===== config.mk =====
export PLATFORM = sky130hd
export DESIGN_NAME = line_pixel_generator_top_flat
export DESIGN_NICKNAME = d
export VERILOG_FILES = /design/src/rtl/lpg_pkg.sv /design/src/rtl/lpg_in_if.sv /design/src/rtl/lpg_out_if.sv /design/src/rtl/lpg_setup.sv /design/src/rtl/lpg_stepper.sv /design/src/rtl/line_pixel_generator_top.sv /design/src/flat_wrapper.sv
export SDC_FILE = /design/constraint.sdc
export NUM_CORES = 1
export LEC_CHECK = 0
export ABC_AREA = 1
export ABC_CLOCK_PERIOD_IN_PS = 4600
export BUFFER_PORTS_ARGS = -buffer_cell sky130_fd_sc_hd__clkbuf_2
export CORE_UTILIZATION = 40
export DETAILED_ROUTE_END_ITERATION = 6
export PLACE_DENSITY = 0.64
export SLEW_MARGIN = 20
export SYNTH_ARGS = -nofsm -noshare
export SYNTH_HDL_FRONTEND = slang
export SYNTH_SLANG_ARGS = --single-unit

===== constraint.sdc =====
create_clock -name clk -period 4.6 [get_ports clk]
set_input_delay 0 -clock clk [delete_from_list [all_inputs] [get_ports clk]]
set_output_delay 0 -clock clk [all_outputs]
set_load 0.02 [all_outputs]

===== src/rtl/lpg_pkg.sv =====
// Shared constants and types for the line pixel generator.
`timescale 1ns / 1ps
package lpg_pkg;

  localparam int COLOR_W = 8;

  // operation codes of an input word
  localparam logic OP_START   = 1'b0;
  localparam logic OP_ADVANCE = 1'b1;

  // per-line control flags
  typedef struct packed {
    logic active;
    logic major_is_x;
    logic maj_neg;     // major coordinate steps downward
  } line_flags_t;

endpackage


===== src/rtl/lpg_in_if.sv =====
// Input channel: operation, endpoints and color.
`timescale 1ns / 1ps
interface lpg_in_if #(
  parameter int X_W = 9,
  parameter int Y_W = 8
);
  import lpg_pkg::*;

  logic               valid;
  logic               ready;
  logic               operation;
  logic [X_W-1:0]     start_x;
  logic [Y_W-1:0]     start_y;
  logic [X_W-1:0]     end_x;
  logic [Y_W-1:0]     end_y;
  logic [COLOR_W-1:0] color;

  modport source (output valid, operation, start_x, start_y, end_x, end_y, color,
                  input ready);
  modport sink (input valid, operation, start_x, start_y, end_x, end_y, color,
                output ready);
endinterface


===== src/rtl/lpg_out_if.sv =====
// Result channel: one pixel per word.
`timescale 1ns / 1ps
interface lpg_out_if #(
  parameter int X_W = 9,
  parameter int Y_W = 8
);
  import lpg_pkg::*;

  logic               valid;
  logic               ready;
  logic [X_W-1:0]     pixel_x;
  logic [Y_W-1:0]     pixel_y;
  logic [COLOR_W-1:0] pixel_color;
  logic               last_pixel;

  modport source (output valid, pixel_x, pixel_y, pixel_color, last_pixel,
                  input ready);
  modport sink (input valid, pixel_x, pixel_y, pixel_color, last_pixel,
                output ready);
endinterface


===== src/rtl/lpg_setup.sv =====
// Line setup: deltas, major axis choice and step direction from two endpoints.
`timescale 1ns / 1ps
module lpg_setup #(
  parameter int X_W = 9,
  parameter int Y_W = 8,
  parameter int CW  = 9
) (
  input  logic [X_W-1:0]            start_x,
  input  logic [Y_W-1:0]            start_y,
  input  logic [X_W-1:0]            end_x,
  input  logic [Y_W-1:0]            end_y,
  output lpg_pkg::line_flags_t      flags,
  output logic [CW-1:0]             maj_org,
  output logic [CW-1:0]             min_org,
  output logic signed [CW:0]        min_d,
  output logic [CW-1:0]             maj_len
);
  import lpg_pkg::*;

  logic signed [CW:0] dx;
  logic signed [CW:0] dy;
  logic signed [CW:0] ax_full;
  logic signed [CW:0] ay_full;
  logic [CW-1:0]      ax;
  logic [CW-1:0]      ay;
  logic               major_is_x;

  always_comb begin
    dx = signed'((CW+1)'(end_x)) - signed'((CW+1)'(start_x));
    dy = signed'((CW+1)'(end_y)) - signed'((CW+1)'(start_y));
    ax_full = dx[CW] ? -dx : dx;
    ay_full = dy[CW] ? -dy : dy;
    ax = ax_full[CW-1:0];
    ay = ay_full[CW-1:0];
    major_is_x = ax > ay;  // tie goes to y

    maj_len          = major_is_x ? ax : ay;
    min_d            = major_is_x ? dy : dx;
    maj_org          = major_is_x ? CW'(start_x) : CW'(start_y);
    min_org          = major_is_x ? CW'(start_y) : CW'(start_x);
    flags.active     = maj_len != '0;
    flags.major_is_x = major_is_x;
    flags.maj_neg    = major_is_x ? dx[CW] : dy[CW];
  end

endmodule


===== src/rtl/lpg_stepper.sv =====
// Line stepper: current pixel and exact error accumulator for the minor axis.
`timescale 1ns / 1ps
module lpg_stepper #(
  parameter int CW = 9
) (
  input  logic                  clk,
  input  logic                  rst_n,
  input  logic                  load,
  input  logic                  step,
  input  lpg_pkg::line_flags_t  init_flags,
  input  logic [CW-1:0]         init_maj_org,
  input  logic [CW-1:0]         init_min_org,
  input  logic signed [CW:0]    init_min_d,
  input  logic [CW-1:0]         init_maj_len,
  output lpg_pkg::line_flags_t  flags,
  output logic [CW-1:0]         maj_pos,
  output logic [CW-1:0]         min_pos,
  output logic                  last
);
  import lpg_pkg::*;

  line_flags_t        flags_r, flags_nxt;
  logic [CW-1:0]      maj_pos_r, maj_pos_nxt;
  logic [CW-1:0]      min_pos_r, min_pos_nxt;
  logic signed [CW:0] min_d_r, min_d_nxt;
  logic [CW-1:0]      maj_len_r, maj_len_nxt;
  logic [CW-1:0]      rem_r, rem_nxt;        // pixels left, this one included
  logic [CW-1:0]      err_r, err_nxt;        // 0 <= err < maj_len

  logic signed [CW+1:0] e_sum;
  logic signed [CW+1:0] len_s;
  logic signed [CW+1:0] e_adj;

  assign last = rem_r == CW'(1);

  always_comb begin
    flags_nxt   = flags_r;
    maj_pos_nxt = maj_pos_r;
    min_pos_nxt = min_pos_r;
    min_d_nxt   = min_d_r;
    maj_len_nxt = maj_len_r;
    rem_nxt     = rem_r;
    err_nxt     = err_r;

    e_sum = signed'({2'b00, err_r}) + signed'({min_d_r[CW], min_d_r});
    len_s = signed'({2'b00, maj_len_r});
    e_adj = e_sum;

    if (load) begin
      flags_nxt   = init_flags;
      maj_pos_nxt = init_maj_org;
      min_pos_nxt = init_min_org;
      min_d_nxt   = init_min_d;
      maj_len_nxt = init_maj_len;
      rem_nxt     = init_maj_len;
      err_nxt     = '0;
    end else if (step) begin
      maj_pos_nxt = flags_r.maj_neg ? maj_pos_r - CW'(1) : maj_pos_r + CW'(1);
      rem_nxt     = rem_r - CW'(1);
      if (e_sum >= len_s) begin
        e_adj       = e_sum - len_s;
        min_pos_nxt = min_pos_r + CW'(1);
      end else if (e_sum[CW+1]) begin
        e_adj       = e_sum + len_s;
        min_pos_nxt = min_pos_r - CW'(1);
      end
      err_nxt = e_adj[CW-1:0];
      if (last) begin
        flags_nxt.active = 1'b0;
      end
    end
  end

  always_ff @(posedge clk) begin
    if (!rst_n) begin
      flags_r <= '0;
    end else begin
      flags_r <= flags_nxt;
    end
    maj_pos_r <= maj_pos_nxt;
    min_pos_r <= min_pos_nxt;
    min_d_r   <= min_d_nxt;
    maj_len_r <= maj_len_nxt;
    rem_r     <= rem_nxt;
    err_r     <= err_nxt;
  end

  assign flags   = flags_r;
  assign maj_pos = maj_pos_r;
  assign min_pos = min_pos_r;

endmodule


===== src/rtl/line_pixel_generator_top.sv =====
// Line pixel generator top level: input register, setup, stepper, result register.
`timescale 1ns / 1ps
// Usage
//   in_word  : valid/ready channel. operation = OP_START loads start/end points
//              and color and yields no pixel; OP_ADVANCE yields the next pixel
//              of the active line, or nothing if no line is active.
//   out_word : valid/ready channel, one pixel word per productive advance, with
//              last_pixel set on the final pixel (end point is not drawn).
// Timing
//   A word is held in the input register and processed from there; the pixel
//   of an advance goes into the result register and is offered on out_word.
//   One word per cycle sustained while out_word takes each pixel: the stepper
//   does one accumulator add, compare and correct per pixel, and the result
//   register frees the input side.
// Stalls
//   While out_word holds a pixel that is not taken, an advance that would give
//   a pixel waits in the input register and in_word.ready drops. Starts and
//   idle advances keep flowing. A start during a line drops the rest of it.
// Reset
//   rst_n (sync, active low) clears both valid flags and the line state; no
//   line is active afterward.
module line_pixel_generator_top #(
  parameter int SCREEN_COLS = 320,
  parameter int SCREEN_ROWS = 200
) (
  input logic      clk,
  input logic      rst_n,
  lpg_in_if.sink   in_word,
  lpg_out_if.source out_word
);
  import lpg_pkg::*;

  localparam int X_W = $clog2(SCREEN_COLS);
  localparam int Y_W = $clog2(SCREEN_ROWS);
  localparam int CW  = (X_W > Y_W) ? X_W : Y_W;

  // input register
  logic               in_v_r, in_v_nxt;
  logic               op_r;
  logic [X_W-1:0]     sx_r;
  logic [Y_W-1:0]     sy_r;
  logic [X_W-1:0]     ex_r;
  logic [Y_W-1:0]     ey_r;
  logic [COLOR_W-1:0] color_r;
  logic [COLOR_W-1:0] line_color_r, line_color_nxt;

  // result register
  logic               out_v_r, out_v_nxt;
  logic [X_W-1:0]     px_r, px_nxt;
  logic [Y_W-1:0]     py_r, py_nxt;
  logic [COLOR_W-1:0] pc_r, pc_nxt;
  logic               last_r, last_nxt;

  line_flags_t        init_flags;
  logic [CW-1:0]      init_maj_org;
  logic [CW-1:0]      init_min_org;
  logic signed [CW:0] init_min_d;
  logic [CW-1:0]      init_maj_len;
  line_flags_t        flags;
  logic [CW-1:0]      maj_pos;
  logic [CW-1:0]      min_pos;
  logic               last;

  logic in_take;
  logic process;
  logic load;
  logic step;

  // an item needs the result register only when it makes a pixel
  assign process = in_v_r && ((op_r == OP_START) || !flags.active ||
                              !out_v_r || out_word.ready);
  assign load    = process && (op_r == OP_START);
  assign step    = process && (op_r == OP_ADVANCE) && flags.active;
  assign in_word.ready = !in_v_r || process;
  assign in_take = in_word.valid && in_word.ready;

  lpg_setup #(
    .X_W (X_W),
    .Y_W (Y_W),
    .CW  (CW)
  ) u_setup (
    .start_x (sx_r),
    .start_y (sy_r),
    .end_x   (ex_r),
    .end_y   (ey_r),
    .flags   (init_flags),
    .maj_org (init_maj_org),
    .min_org (init_min_org),
    .min_d   (init_min_d),
    .maj_len (init_maj_len)
  );

  lpg_stepper #(
    .CW (CW)
  ) u_stepper (
    .clk          (clk),
    .rst_n        (rst_n),
    .load         (load),
    .step         (step),
    .init_flags   (init_flags),
    .init_maj_org (init_maj_org),
    .init_min_org (init_min_org),
    .init_min_d   (init_min_d),
    .init_maj_len (init_maj_len),
    .flags        (flags),
    .maj_pos      (maj_pos),
    .min_pos      (min_pos),
    .last         (last)
  );

  always_comb begin
    in_v_nxt       = in_take ? 1'b1 : (process ? 1'b0 : in_v_r);
    line_color_nxt = load ? color_r : line_color_r;

    out_v_nxt = out_v_r;
    px_nxt    = px_r;
    py_nxt    = py_r;
    pc_nxt    = pc_r;
    last_nxt  = last_r;
    if (step) begin
      out_v_nxt = 1'b1;
      px_nxt    = flags.major_is_x ? maj_pos[X_W-1:0] : min_pos[X_W-1:0];
      py_nxt    = flags.major_is_x ? min_pos[Y_W-1:0] : maj_pos[Y_W-1:0];
      pc_nxt    = line_color_r;
      last_nxt  = last;
    end else if (out_word.ready) begin
      out_v_nxt = 1'b0;
    end
  end

  always_ff @(posedge clk) begin
    if (!rst_n) begin
      in_v_r  <= 1'b0;
      out_v_r <= 1'b0;
    end else begin
      in_v_r  <= in_v_nxt;
      out_v_r <= out_v_nxt;
    end
    if (in_take) begin
      op_r    <= in_word.operation;
      sx_r    <= in_word.start_x;
      sy_r    <= in_word.start_y;
      ex_r    <= in_word.end_x;
      ey_r    <= in_word.end_y;
      color_r <= in_word.color;
    end
    line_color_r <= line_color_nxt;
    px_r         <= px_nxt;
    py_r         <= py_nxt;
    pc_r         <= pc_nxt;
    last_r       <= last_nxt;
  end

  assign out_word.valid       = out_v_r;
  assign out_word.pixel_x     = px_r;
  assign out_word.pixel_y     = py_r;
  assign out_word.pixel_color = pc_r;
  assign out_word.last_pixel  = last_r;

endmodule


===== src/flat_wrapper.sv =====
// flat-port wrapper written by rule: the top's interface ports become plain ports
module line_pixel_generator_top_flat import lpg_pkg::*;
#(
  parameter int SCREEN_COLS = 320,
  parameter int SCREEN_ROWS = 200
)
  (clk, rst_n, in_word_valid, in_word_operation, in_word_start_x, in_word_start_y, in_word_end_x, in_word_end_y, in_word_color, in_word_ready, out_word_valid, out_word_pixel_x, out_word_pixel_y, out_word_pixel_color, out_word_last_pixel, out_word_ready);
  lpg_in_if in_word_i ();
  lpg_out_if out_word_i ();
  input logic clk;
  input logic rst_n;
  input wire logic [$bits(in_word_i.valid)-1:0] in_word_valid;
  input wire logic [$bits(in_word_i.operation)-1:0] in_word_operation;
  input wire logic [$bits(in_word_i.start_x)-1:0] in_word_start_x;
  input wire logic [$bits(in_word_i.start_y)-1:0] in_word_start_y;
  input wire logic [$bits(in_word_i.end_x)-1:0] in_word_end_x;
  input wire logic [$bits(in_word_i.end_y)-1:0] in_word_end_y;
  input wire logic [$bits(in_word_i.color)-1:0] in_word_color;
  output wire logic [$bits(in_word_i.ready)-1:0] in_word_ready;
  output wire logic [$bits(out_word_i.valid)-1:0] out_word_valid;
  output wire logic [$bits(out_word_i.pixel_x)-1:0] out_word_pixel_x;
  output wire logic [$bits(out_word_i.pixel_y)-1:0] out_word_pixel_y;
  output wire logic [$bits(out_word_i.pixel_color)-1:0] out_word_pixel_color;
  output wire logic [$bits(out_word_i.last_pixel)-1:0] out_word_last_pixel;
  input wire logic [$bits(out_word_i.ready)-1:0] out_word_ready;
  assign in_word_i.valid = in_word_valid;
  assign in_word_i.operation = in_word_operation;
  assign in_word_i.start_x = in_word_start_x;
  assign in_word_i.start_y = in_word_start_y;
  assign in_word_i.end_x = in_word_end_x;
  assign in_word_i.end_y = in_word_end_y;
  assign in_word_i.color = in_word_color;
  assign in_word_ready = in_word_i.ready;
  assign out_word_valid = out_word_i.valid;
  assign out_word_pixel_x = out_word_i.pixel_x;
  assign out_word_pixel_y = out_word_i.pixel_y;
  assign out_word_pixel_color = out_word_i.pixel_color;
  assign out_word_last_pixel = out_word_i.last_pixel;
  assign out_word_i.ready = out_word_ready;
  line_pixel_generator_top #(.SCREEN_COLS(SCREEN_COLS), .SCREEN_ROWS(SCREEN_ROWS)) u_core (.clk(clk), .rst_n(rst_n), .in_word(in_word_i), .out_word(out_word_i));
endmodule

==> results of run 1 <==
## flip-flops by register name, summed over array words and instances (netlist names), 8 cells and up
signal,flops
u_core.color_r,8
u_core.ex_r,9
u_core.ey_r,8
u_core.line_color_r,8
u_core.out_word.pixel_color,8
u_core.out_word.pixel_x,9
u_core.out_word.pixel_y,8
u_core.sx_r,9
u_core.sy_r,8
u_core.u_stepper.err_r,9
u_core.u_stepper.maj_len_r,9
u_core.u_stepper.maj_pos,9
u_core.u_stepper.min_d_r,10
u_core.u_stepper.min_pos,9
u_core.u_stepper.rem_r,9
## worst min-delay path by stage
stage,startpoint,end,cells past startpoint
5_1_grt,in_word_color[7],u_core.color_r[7]$_DFFE_PP_,2
2_1_floorplan,in_word_color[0],u_core.color_r[0]$_DFFE_PP_,0
4_1_cts,out_word_ready,u_core.u_stepper.err_r[4]$_SDFFE_PP0P_,8
3_5_place_dp,in_word_color[6],u_core.color_r[6]$_DFFE_PP_,1
3_3_place_gp,in_word_color[1],u_core.color_r[1]$_DFFE_PP_,1
6_report,out_word_ready,u_core.u_stepper.err_r[4]$_SDFFE_PP0P_,8
## cell usage after synthesis (3+ instances only)
| master | n | share of area |
|---|---|---|
| nand2_1 | 261 | 0.11 |
| inv_1 | 159 | 0.068 |
| edfxtp_1 | 123 | 0.42 |
| ha_1 | 70 | 0.10 |
| o21ai_0 | 66 | 0.038 |
| nor2_1 | 65 | 0.028 |
| nand3_1 | 59 | 0.034 |
| a21oi_1 | 55 | 0.031 |
| xor2_1 | 21 | 0.021 |
| dfxtp_1 | 14 | 0.032 |
| o221ai_1 | 14 | 0.014 |
| nand4_1 | 13 | 0.0092 |
| clkbuf_1 | 10 | 0.0043 |
| nand2_2 | 9 | 0.0064 |
| inv_2 | 8 | 0.0034 |
| fa_1 | 7 | 0.016 |
| a31oi_1 | 6 | 0.0043 |
| nand3b_1 | 6 | 0.0051 |
| buf_2 | 5 | 0.0028 |
| o211ai_1 | 5 | 0.0043 |
| nand3_2 | 4 | 0.0046 |
| nor3_1 | 4 | 0.0023 |
| o21a_1 | 4 | 0.0034 |
| buf_4 | 3 | 0.0026 |
| o21bai_1 | 3 | 0.0026 |
| or2_2 | 3 | 0.0021 |
| xnor2_1 | 3 | 0.0030 |
## metrics by stage
step                      worst slack, ps  hold WS, ps  std cells
after floorplan                     119.0        98.87       1030
after global placement              149.1        177.5       1381
after detailed placement           -77.48        178.6       1381
after CTS                           45.27        231.1       1460
after global routing               -19.94        274.3       1460
final                               293.2        244.9       1460
## per-layer routing
| metal | up-vias | routed length [um] |
|---|---|---|
| met3 | 26 | 1105 |
| met2 | 218 | 9664 |
| li1 | 3728 | - |
| met5 | - | 0 |
| met4 | 0 | 333 |
| met1 | 3359 | 10140 |
## cell families after synthesis
logic type      synth area share
fa+ha+maj                 0.1155
flops                     0.4517
buf+inv                  0.08391
xor+xnor                 0.02574
simple gates              0.2105
compound gates            0.1126
## power by group
| part | total [uW] | switching (uW) | leakage [uW] | internal (uW) |
|---|---|---|---|---|
| Clock | 1420 | 566 | 0.000281 | 855 |
| Sequential | 1570 | 54.8 | 0.00127 | 1510 |
| Combinational | 1820 | 1140 | 0.00342 | 680 |
| Total | 4810 | 1760 | 0.00497 | 3050 |
## final cells by class
type                       count  area (um^2)
inverter                     168        633.1
tap                          275        344.1
timing repair buffer         143         1006
sequential                   137         3974
clock inverter                14        172.7
fill                        1989        10550
multi-input combinational    705         4174
clock buffer                  18        429.2
## repair_timing
action	4_1_cts	5_1_grt
buffers inserted	0	0
setup endpoints to repair	1	6
resized for setup	2	24
hold buffers	47	0
endpoints found under the hold margin	48	0
pin swaps	0	5
## worst max-delay path, delay by kind of cell (launching register included)
family | cells | cell delay (ps)
buffers and inverters | 4 | 450
AOI/OAI and AO/OA | 3 | 480
and+or+nand+nor | 14 | 1560
adders and majority gates | 4 | 1200
DFF | 1 | 490
==> results.py, run 1 <==
metrics = {
    "critical_path": {
        "end_kind": "flip-flop",
        "crit_fanout": 11,
        "r2r-end": "u_core.u_stepper.flags[2]$_SDFFE_PN0P_",
        "crit_start": "u_core.sx_r[0]$_DFFE_PP_",
        "rr_worst_depth": 25,
        "r2r_setup_slack_ps": 290,
        "arrival_ps": 4610,
        "cp-endpoint": "u_core.u_stepper.flags[2]$_SDFFE_PN0P_",
        "critPathMaxStageDelay_ps": 500,
        "worstPathRequired_ps": 4910,
        "worst_path_most_repeated_cell": "nand2_1",
        "regToRegStartpoint": "u_core.sx_r[0]$_DFFE_PP_",
        "setup.worst_path.class": "flip-flop to flip-flop",
        "crit_slowest_cell": "fa_1",
        "crit_path_start_kind": "flip-flop",
    },
    "logic_synthesis": {
        "synthDistinctLibCells": 49,
        "avgSynthCellArea_um2": 8.541,
        "ys_ff_latch": 137,
        "ys.flop_type": "edfxtp_1",
        "synthArstFlopShare": 0,
        "seq_area_frac_synth": 0.4517,
        "synth_fp_nets": 1154,
        "yosys_warnings": 0,
        "synth_cells": 1030,
        "netlist_area_um2": 8797,
        "synth_edf_count": 123,
    },
    "floorplanning": {
        "die_area_um2": 22590,
        "die_h_um": 150.3,
        "start_util": 0.4133,
        "ioPinCount": 75,
        "die_w_um": 150.3,
        "coreArea_um2": 21290,
        "rows": 53,
    },
    "layout": {
        "layout-drive-gt1-share": 0.1519,
        "final_cell_mix": "nand2_1 (261), inv_1 (158), edfxtp_1 (123)",
        "final_nets": 1296,
        "area_delta_synth_final_pct": 22.00,
        "final_area_um2": 10730,
        "final_common_cell": "nand2_1",
        "antenna_cells": 0,
        "final_util": 0.5042,
    },
    "clock_network": {
        "clkSinkCount": 137,
        "h-tree-depth": 4,
        "worstSkewPairLatency_ps": 420,
        "cts_buffers": 17,
        "clock_path_buffers": 2,
        "cts_tree": "built",
        "clkTransAtPathRegs_ps": 60,
        "root_buffer": "clkbuf_16",
    },
    "global_route": {
        "grt_start_max_net_pins": 46,
        "grt_busiest_layer": "met2",
        "grt_pass1_vias": 6992,
        "grtUsageMet3": 0.03636,
        "grt_pass1_wl_um": 34750,
        "track_usage": 0.2009,
        "met1_usage": 0.2774,
        "use_met2": 0.3210,
        "antenna_found_initial": 0,
        "grt.overflow.total": 0,
    },
    "detailed_routing": {
        "dr_total_vias": 7331,
        "drt_iter0_drc": 499,
        "vias_per_cell": 5.021,
        "drtPass1Iterations": 5,
        "drt_wl_total_um": 21250,
        "wl_per_cell_um": 14.55,
        "drt_drc_violations_left": 0,
        "ant_nets": 0,
    },
    "worst_hold_path": {
        "hp-class": "primary input to flip-flop",
    },
    "timing": {
        "fin_crit_ps": 4307,
        "clock.fmax_ghz": 0.2322,
        "slew_violations": 0,
        "worst_pin_slew_ps": 961.8,
        "finalSetupViolCount": 0,
        "finalCritPeriodShare": 0.9363,
        "fin_tns_setup_ps": 0,
        "hold_viol": 0,
        "max_slew_margin": 0.3588,
        "clock_skew_ps": 10.59,
    },
    "placed_design": {
        "port_buffers": 74,
        "place_area_um2": 9577,
        "dp_hpwl_um": 15940,
        "gp_congestion": 0.8754,
    },
    "power": {
        "cellPowerDensity_nw_per_um2": 447.9,
        "power.total_uw": 4807,
        "vdd_drop_max_mv": 0.3082,
        "leakagePower_uw": 0.004969,
    },
    "run": {
        "cap_violations": 0,
    },
    "status": {
        "status": "complete, no violations",
    },
}
No activity file was read; power rests on OpenSTA's default activity.
==> run 2, diff against run 1 <==
--- a/config.mk
+++ b/config.mk
@@ -8,6 +8,7 @@
 export ABC_AREA = 1
 export ABC_CLOCK_PERIOD_IN_PS = 4600
 export BUFFER_PORTS_ARGS = -buffer_cell sky130_fd_sc_hd__clkbuf_2
+export CORE_MARGIN = 2
 export CORE_UTILIZATION = 40
 export DETAILED_ROUTE_END_ITERATION = 6
 export PLACE_DENSITY = 0.64
==> run 2 against run 1 <==
Net effect:
- hold slack gained 6.5 ps
- largest power group unchanged
- sequential power about the same
- clock skew rose by 7.3 ps
- flip-flop and latch count unchanged
- worst setup slack worse by 69 ps
- sequential share of layout area is 0.30 points higher
- non-clock buffer count fell by 2
- routed wire length increased by 2.0%
- clock power shrank 11%
==> results.py, run 2 (synthesized netlist as in run 1, its figures left out) <==
metrics = {
    "critical_path": {
        "r2r_setup_slack_ps": 220,
        "crit_path_start_kind": "flip-flop",
        "r2r-end": "u_core.u_stepper.min_pos[7]$_DFFE_PP_",
        "critPathMaxStageDelay_ps": 370,
        "end_kind": "flip-flop",
        "setup.worst_path.class": "flip-flop to flip-flop",
        "crit_fanout": 6,
        "regToRegStartpoint": "u_core.u_stepper.min_d_r[0]$_DFFE_PP_",
        "worstPathRequired_ps": 4770,
        "arrival_ps": 4550,
        "crit_start": "u_core.u_stepper.min_d_r[0]$_DFFE_PP_",
        "crit_slowest_cell": "fa_2",
        "rr_worst_depth": 27,
        "worst_path_most_repeated_cell": "nand2_1",
    },
    "global_route": {
        "grt_pass1_vias": 6972,
        "grt_pass1_wl_um": 35310,
        "track_usage": 0.1899,
        "grt_start_max_net_pins": 46,
        "antenna_found_initial": 0,
        "grt.overflow.total": 0,
    },
    "clock_network": {
        "clkTransAtPathRegs_ps": 60,
        "h-tree-depth": 4,
        "cts_tree": "built",
        "root_buffer": "clkbuf_16",
        "clkSinkCount": 137,
        "clock_path_buffers": 2,
        "cts_buffers": 17,
        "worstSkewPairLatency_ps": 420,
    },
    "worst_hold_path": {
        "worstHoldEndpoint": "u_core.u_stepper.err_r[4]$_SDFFE_PP0P_",
        "hold_depth": 8,
        "hp-class": "primary input to flip-flop",
        "hold_path.startpoint": "out_word_ready",
    },
    "placed_design": {
        "port_buffers": 74,
        "place_area_um2": 9568,
        "dp.cells": 1384,
        "pre_cts_slack_ps": -158.6,
        "dp_hpwl_um": 16140,
        "gp_congestion": 0.9127,
    },
    "run": {
        "cap_violations": 0,
    },
    "timing": {
        "setup_ws_ps": 223.9,
        "max_slew_margin": 0.3165,
        "hold_viol": 0,
        "slew_violations": 0,
        "clock_skew_ps": 17.87,
        "clock.fmax_ghz": 0.2285,
        "grt_setup_unrepaired": "true",
        "finalSetupViolCount": 0,
        "finalCritPeriodShare": 0.9513,
        "fin_crit_ps": 4376,
        "worst_pin_slew_ps": 1019,
        "fin_hold_ws_ps": 251.4,
    },
    "power": {
        "power_frac_seq": 0.336,
        "p_int_uw": 2884,
        "swShare": 0.3813,
        "vdd_drop_max_mv": 0.2757,
        "power.net_switching_uw": 1778,
        "p_clk_frac": 0.271,
        "cellPowerDensity_nw_per_um2": 437.7,
        "leakagePower_uw": 0.004937,
        "comb_power_share": 0.393,
    },
    "layout": {
        "final_common_cell": "nand2_1",
        "final_nets": 1294,
        "layout.cells.non_filler": 1463,
        "final_cell_mix": "nand2_1 (261), inv_1 (155), edfxtp_1 (123)",
        "fillers": 2040,
        "final_util": 0.4910,
        "final_area_um2": 10650,
        "layout-drive-gt1-share": 0.1505,
        "largest_reg_flops": 10,
        "area_delta_synth_final_pct": 21.05,
        "largest-register": "u_core.u_stepper.min_d_r",
        "antenna_cells": 0,
    },
    "floorplanning": {
        "rows": 54,
        "start_util": 0.4056,
        "die_area_um2": 23200,
        "die_w_um": 152.3,
        "ioPinCount": 75,
        "coreArea_um2": 21690,
        "die_h_um": 152.3,
    },
    "detailed_routing": {
        "drt_drc_violations_left": 0,
        "wl_per_cell_um": 14.81,
        "vias_per_cell": 4.961,
        "ant_nets": 0,
        "drt_wl_total_um": 21670,
        "drt_iter0_drc": 502,
        "dr_total_vias": 7258,
        "drtPass1Iterations": 5,
    },
    "status": {
        "status": "complete, no violations",
    },
}
==> run 2: changes by cell type in the layout (fill, tap and decap cells not counted), sizes merged <==
cell / before / now
clkinvlp: 4 / 1
clkinv: 6 / 8
bufinv: 3 / 0
buf: 22 / 20
inv: 169 / 171
clkbuf: 92 / 94
==> run 2: cell type report <==
| type | instances | area, um^2 | area share |
|---|---|---|---|
| Sequential cell | 137 | 3975 | 0.3733 |
| Timing Repair Buffer | 141 | 991.0 | 0.09306 |
| Clock buffer | 20 | 436.7 | 0.04101 |
| Tap cell | 280 | 350.3 | 0.03290 |
| Inverter | 168 | 633.1 | 0.05945 |
| Clock inverter | 12 | 95.09 | 0.008930 |
| Multi-Input combinational cell | 705 | 4168 | 0.3914 |
==> run 2: timing repair <==
item | in CTS | in global routing
setup buffers | 0 | 0
cloned | 0 | 0
setup endpoints to repair | 3 | 27
pin swaps | 0 | 6
resized for setup | 4 | 20
hold buffers | 47 | 0
endpoints found under the hold margin | 48 | 0
==> run 2: worst max path at each step <==
stage | to | slack, ps | cells after the start
2_1_floorplan | u_core.u_stepper.min_pos[7]$_DFFE_PP_ | 120 | 29
3_3_place_gp | u_core.u_stepper.min_pos[7]$_DFFE_PP_ | 20 | 27
3_5_place_dp | u_core.u_stepper.min_pos[7]$_DFFE_PP_ | -160 | 27
4_1_cts | u_core.u_stepper.min_pos[7]$_DFFE_PP_ | 100 | 27
5_1_grt | u_core.u_stepper.min_pos[7]$_DFFE_PP_ | -80 | 25
6_report | u_core.u_stepper.min_pos[7]$_DFFE_PP_ | 220 | 27
==> run 2: metal layers <==
layer  track usage  vias to the layer above  share of wire
li1              -                     3740              -
met4       0.04539                        0          0.012
met1        0.2667                     3333           0.48
met5             0                        -              0
met3       0.03441                       22          0.047
met2        0.3063                      163           0.46
==> run 2: metrics by stage <==
stage	power (uW)	setup TNS (ps)
after floorplan	2848	0
after global placement	3293	0
after detailed placement	3317	-323.3
after CTS	4630	0
after global routing	4988	-131.3
final	4661	0
==> run 2: worst max-delay path: cells and delay by family, from the launching register on <==
kind	cells	cell delay (ps)
flops	1	340
fa+ha+maj	4	1190
simple gates	11	1040
buf+inv	3	230
xor+xnor	1	190
compound gates	8	1120
==> run 2: power groups by stage <==
| stage | Sequential, uW | Combinational (uW) | Clock, uW |
|---|---|---|---|
| 4_1_cts | 1560 | 1770 | 1290 |
| 3_3_place_gp | 1590 | 1700 | 0 |
| 5_1_grt | 1570 | 2070 | 1340 |
| 6_report | 1570 | 1830 | 1260 |
| 2_1_floorplan | 1570 | 1280 | 0 |
| 3_5_place_dp | 1590 | 1730 | 0 |
==> run 3, diff against run 2 <==
--- a/config.mk
+++ b/config.mk
@@ -7,11 +7,11 @@
 export LEC_CHECK = 0
 export ABC_AREA = 1
 export ABC_CLOCK_PERIOD_IN_PS = 4600
-export BUFFER_PORTS_ARGS = -buffer_cell sky130_fd_sc_hd__clkbuf_2
 export CORE_MARGIN = 2
 export CORE_UTILIZATION = 40
 export DETAILED_ROUTE_END_ITERATION = 6
-export PLACE_DENSITY = 0.64
+export DONT_BUFFER_PORTS = 1
+export PLACE_DENSITY = 0.61
 export SLEW_MARGIN = 20
 export SYNTH_ARGS = -nofsm -noshare
 export SYNTH_HDL_FRONTEND = slang
==> run 3 against run 2 <==
Net effect:
- critical path depth is 1 lower
- clock skew is 4.0 ps lower
- final cell count fell by 5.0%
- design area fell by 2.6%
- flip-flop and latch count unchanged
- largest cell class unchanged
- sequential power is essentially flat
- maximum frequency up 1.3%
- sequential share of layout area rose by 1.0 points
- largest power group unchanged
- die area unchanged
- global-route usage is 0.60 points lower
- non-clock buffer count down 73
==> results.py, run 3 (synthesized netlist as in run 1, its figures left out) <==
metrics = {
    "floorplanning": {
        "coreArea_um2": 21690,
        "rows": 54,
        "start_util": 0.4056,
        "die_area_um2": 23200,
        "die_h_um": 152.3,
        "die_w_um": 152.3,
        "ioPinCount": 75,
    },
    "detailed_routing": {
        "wl_met1_um": 10180,
        "dr_total_vias": 7088,
        "drtPass1Iterations": 5,
        "drt_drc_violations_left": 0,
        "wl_per_cell_um": 15.06,
        "route.met2.wl_um": 9597,
        "vias_per_cell": 5.099,
        "highest_layer": "met4",
        "ant_nets": 0,
        "wl_met3_um": 954,
        "drt_iter0_drc": 618,
        "drt_wl_total_um": 20940,
    },
    "layout": {
        "final_nets": 1221,
        "area_delta_synth_final_pct": 17.86,
        "final_util": 0.4781,
        "layout.cells.non_filler": 1390,
        "fillers": 2050,
        "final_common_cell": "nand2_1",
        "largest_reg_flops": 10,
        "layout-drive-gt1-share": 0.09279,
        "antenna_cells": 0,
        "largest-register": "u_core.u_stepper.min_d_r",
        "final_cell_mix": "nand2_1 (261), inv_1 (157), edfxtp_1 (123)",
    },
    "clock_network": {
        "cts_tree": "built",
        "root_buffer": "clkbuf_16",
        "worstSkewPairLatency_ps": 430,
        "clkSinkCount": 137,
        "h-tree-depth": 4,
        "clock_path_buffers": 2,
        "clkTransAtPathRegs_ps": 70,
        "cts_buffers": 17,
    },
    "power": {
        "cellPowerDensity_nw_per_um2": 462.7,
        "leakagePower_uw": 0.004667,
        "vdd_drop_max_mv": 0.2636,
        "power.total_uw": 4797,
    },
    "timing": {
        "clock.fmax_ghz": 0.2316,
        "max_slew_margin": 0.3219,
        "slew_violations": 0,
        "fin_hold_ws_ps": 190.3,
        "fin_crit_ps": 4319,
        "fin_tns_setup_ps": 0,
        "finalSetupViolCount": 0,
        "clock_skew_ps": 13.84,
        "worst_pin_slew_ps": 1016,
        "finalCritPeriodShare": 0.9388,
        "hold_viol": 0,
    },
    "critical_path": {
        "crit_fanout": 5,
        "setup.worst_path.class": "flip-flop to flip-flop",
        "crit_path_start_kind": "flip-flop",
        "worstPathRequired_ps": 4770,
        "arrival_ps": 4490,
        "r2r_setup_slack_ps": 280,
        "end_kind": "flip-flop",
    },
    "global_route": {
        "antenna_found_initial": 0,
        "grt_start_max_net_pins": 44,
        "grt_pass1_wl_um": 34070,
        "track_usage": 0.1838,
        "grt.overflow.total": 0,
        "grt_pass1_vias": 6685,
    },
    "placed_design": {
        "dp.cells": 1310,
        "port_buffers": 0,
        "dp_hpwl_um": 15920,
        "gp_congestion": 0.8868,
    },
    "status": {
        "status": "complete, no violations",
    },
    "worst_hold_path": {
        "hp-class": "primary input to flip-flop",
    },
    "run": {
        "cap_violations": 0,
    },
}
run 3: area by class of cell:
type                       instances  area [um^2]  share of cell area
timing repair buffer              68        628.1             0.06058
clock buffer                      17        425.4             0.04103
sequential                       137         3974              0.3833
clock inverter                    15        181.4             0.01750
tap                              280        350.3             0.03379
inverter                         168        631.9             0.06094
multi-input combinational        705         4178              0.4029
run 3: critical path: stages, from the launching register on:
cell	delay, ps
edfxtp_1	390
ha_1	370
a21oi_1	190
o21ai_2	90
buf_4	140
nand2_1	60
nand2_1	60
or2_2	270
nand2_1	60
inv_1	50
ha_1	340
a21oi_1	140
o21ai_0	90
a21oi_1	160
nand2_2	90
nand2_4	110
inv_1	90
fa_1	420
nor2_2	140
o21ai_0	80
nand2_1	110
nand4_1	90
o211ai_1	110
xor2_1	200
nand2_1	70
nand2_1	50
o21ai_0	90
run 3: final timing paths:
path / depth (start not counted) / start / to
hold reg to reg: 0 / u_core.line_color_r[1]$_DFFE_PP_ / u_core.out_word.pixel_color[1]$_DFFE_PP_
hold / removal: 1 / in_word_end_y[5] / u_core.ey_r[5]$_DFFE_PP_
setup / recovery: 26 / u_core.u_stepper.min_d_r[3]$_DFFE_PP_ / u_core.u_stepper.min_pos[8]$_DFFE_PP_
setup reg to reg: 26 / u_core.u_stepper.min_d_r[3]$_DFFE_PP_ / u_core.u_stepper.min_pos[8]$_DFFE_PP_
run 3: per-stage QoR:
| stage | cell area, um^2 | worst slack (ps) |
|---|---|---|
| 2_1_floorplan | 8797 | 119.0 |
| 4_1_cts | 10280 | 47.21 |
| 3_5_place_dp | 9198 | -101.1 |
| 3_3_place_gp | 9198 | 87.39 |
| 6_report | 10370 | 281.4 |
| 5_1_grt | 10370 | -44.47 |
run 3: report_power, final:
part	switching (uW)	internal (uW)
logic	1140	664
registers	57.7	1510
clock network	605	822
total	1800	3000
run 3: timing repair:
item,in CTS,in global routing
hold buffers,47,0
pin swaps,0,6
hold endpoints to repair,48,0
setup endpoints to repair,1,5
resized for setup,2,18
setup buffers,0,1
run 3: metal layers:
layer  GRT usage  up-vias
met5           0        -
met4     0.04762        0
met3     0.03271       19
met2      0.2919      188
met1      0.2610     3289
li1            -     3592
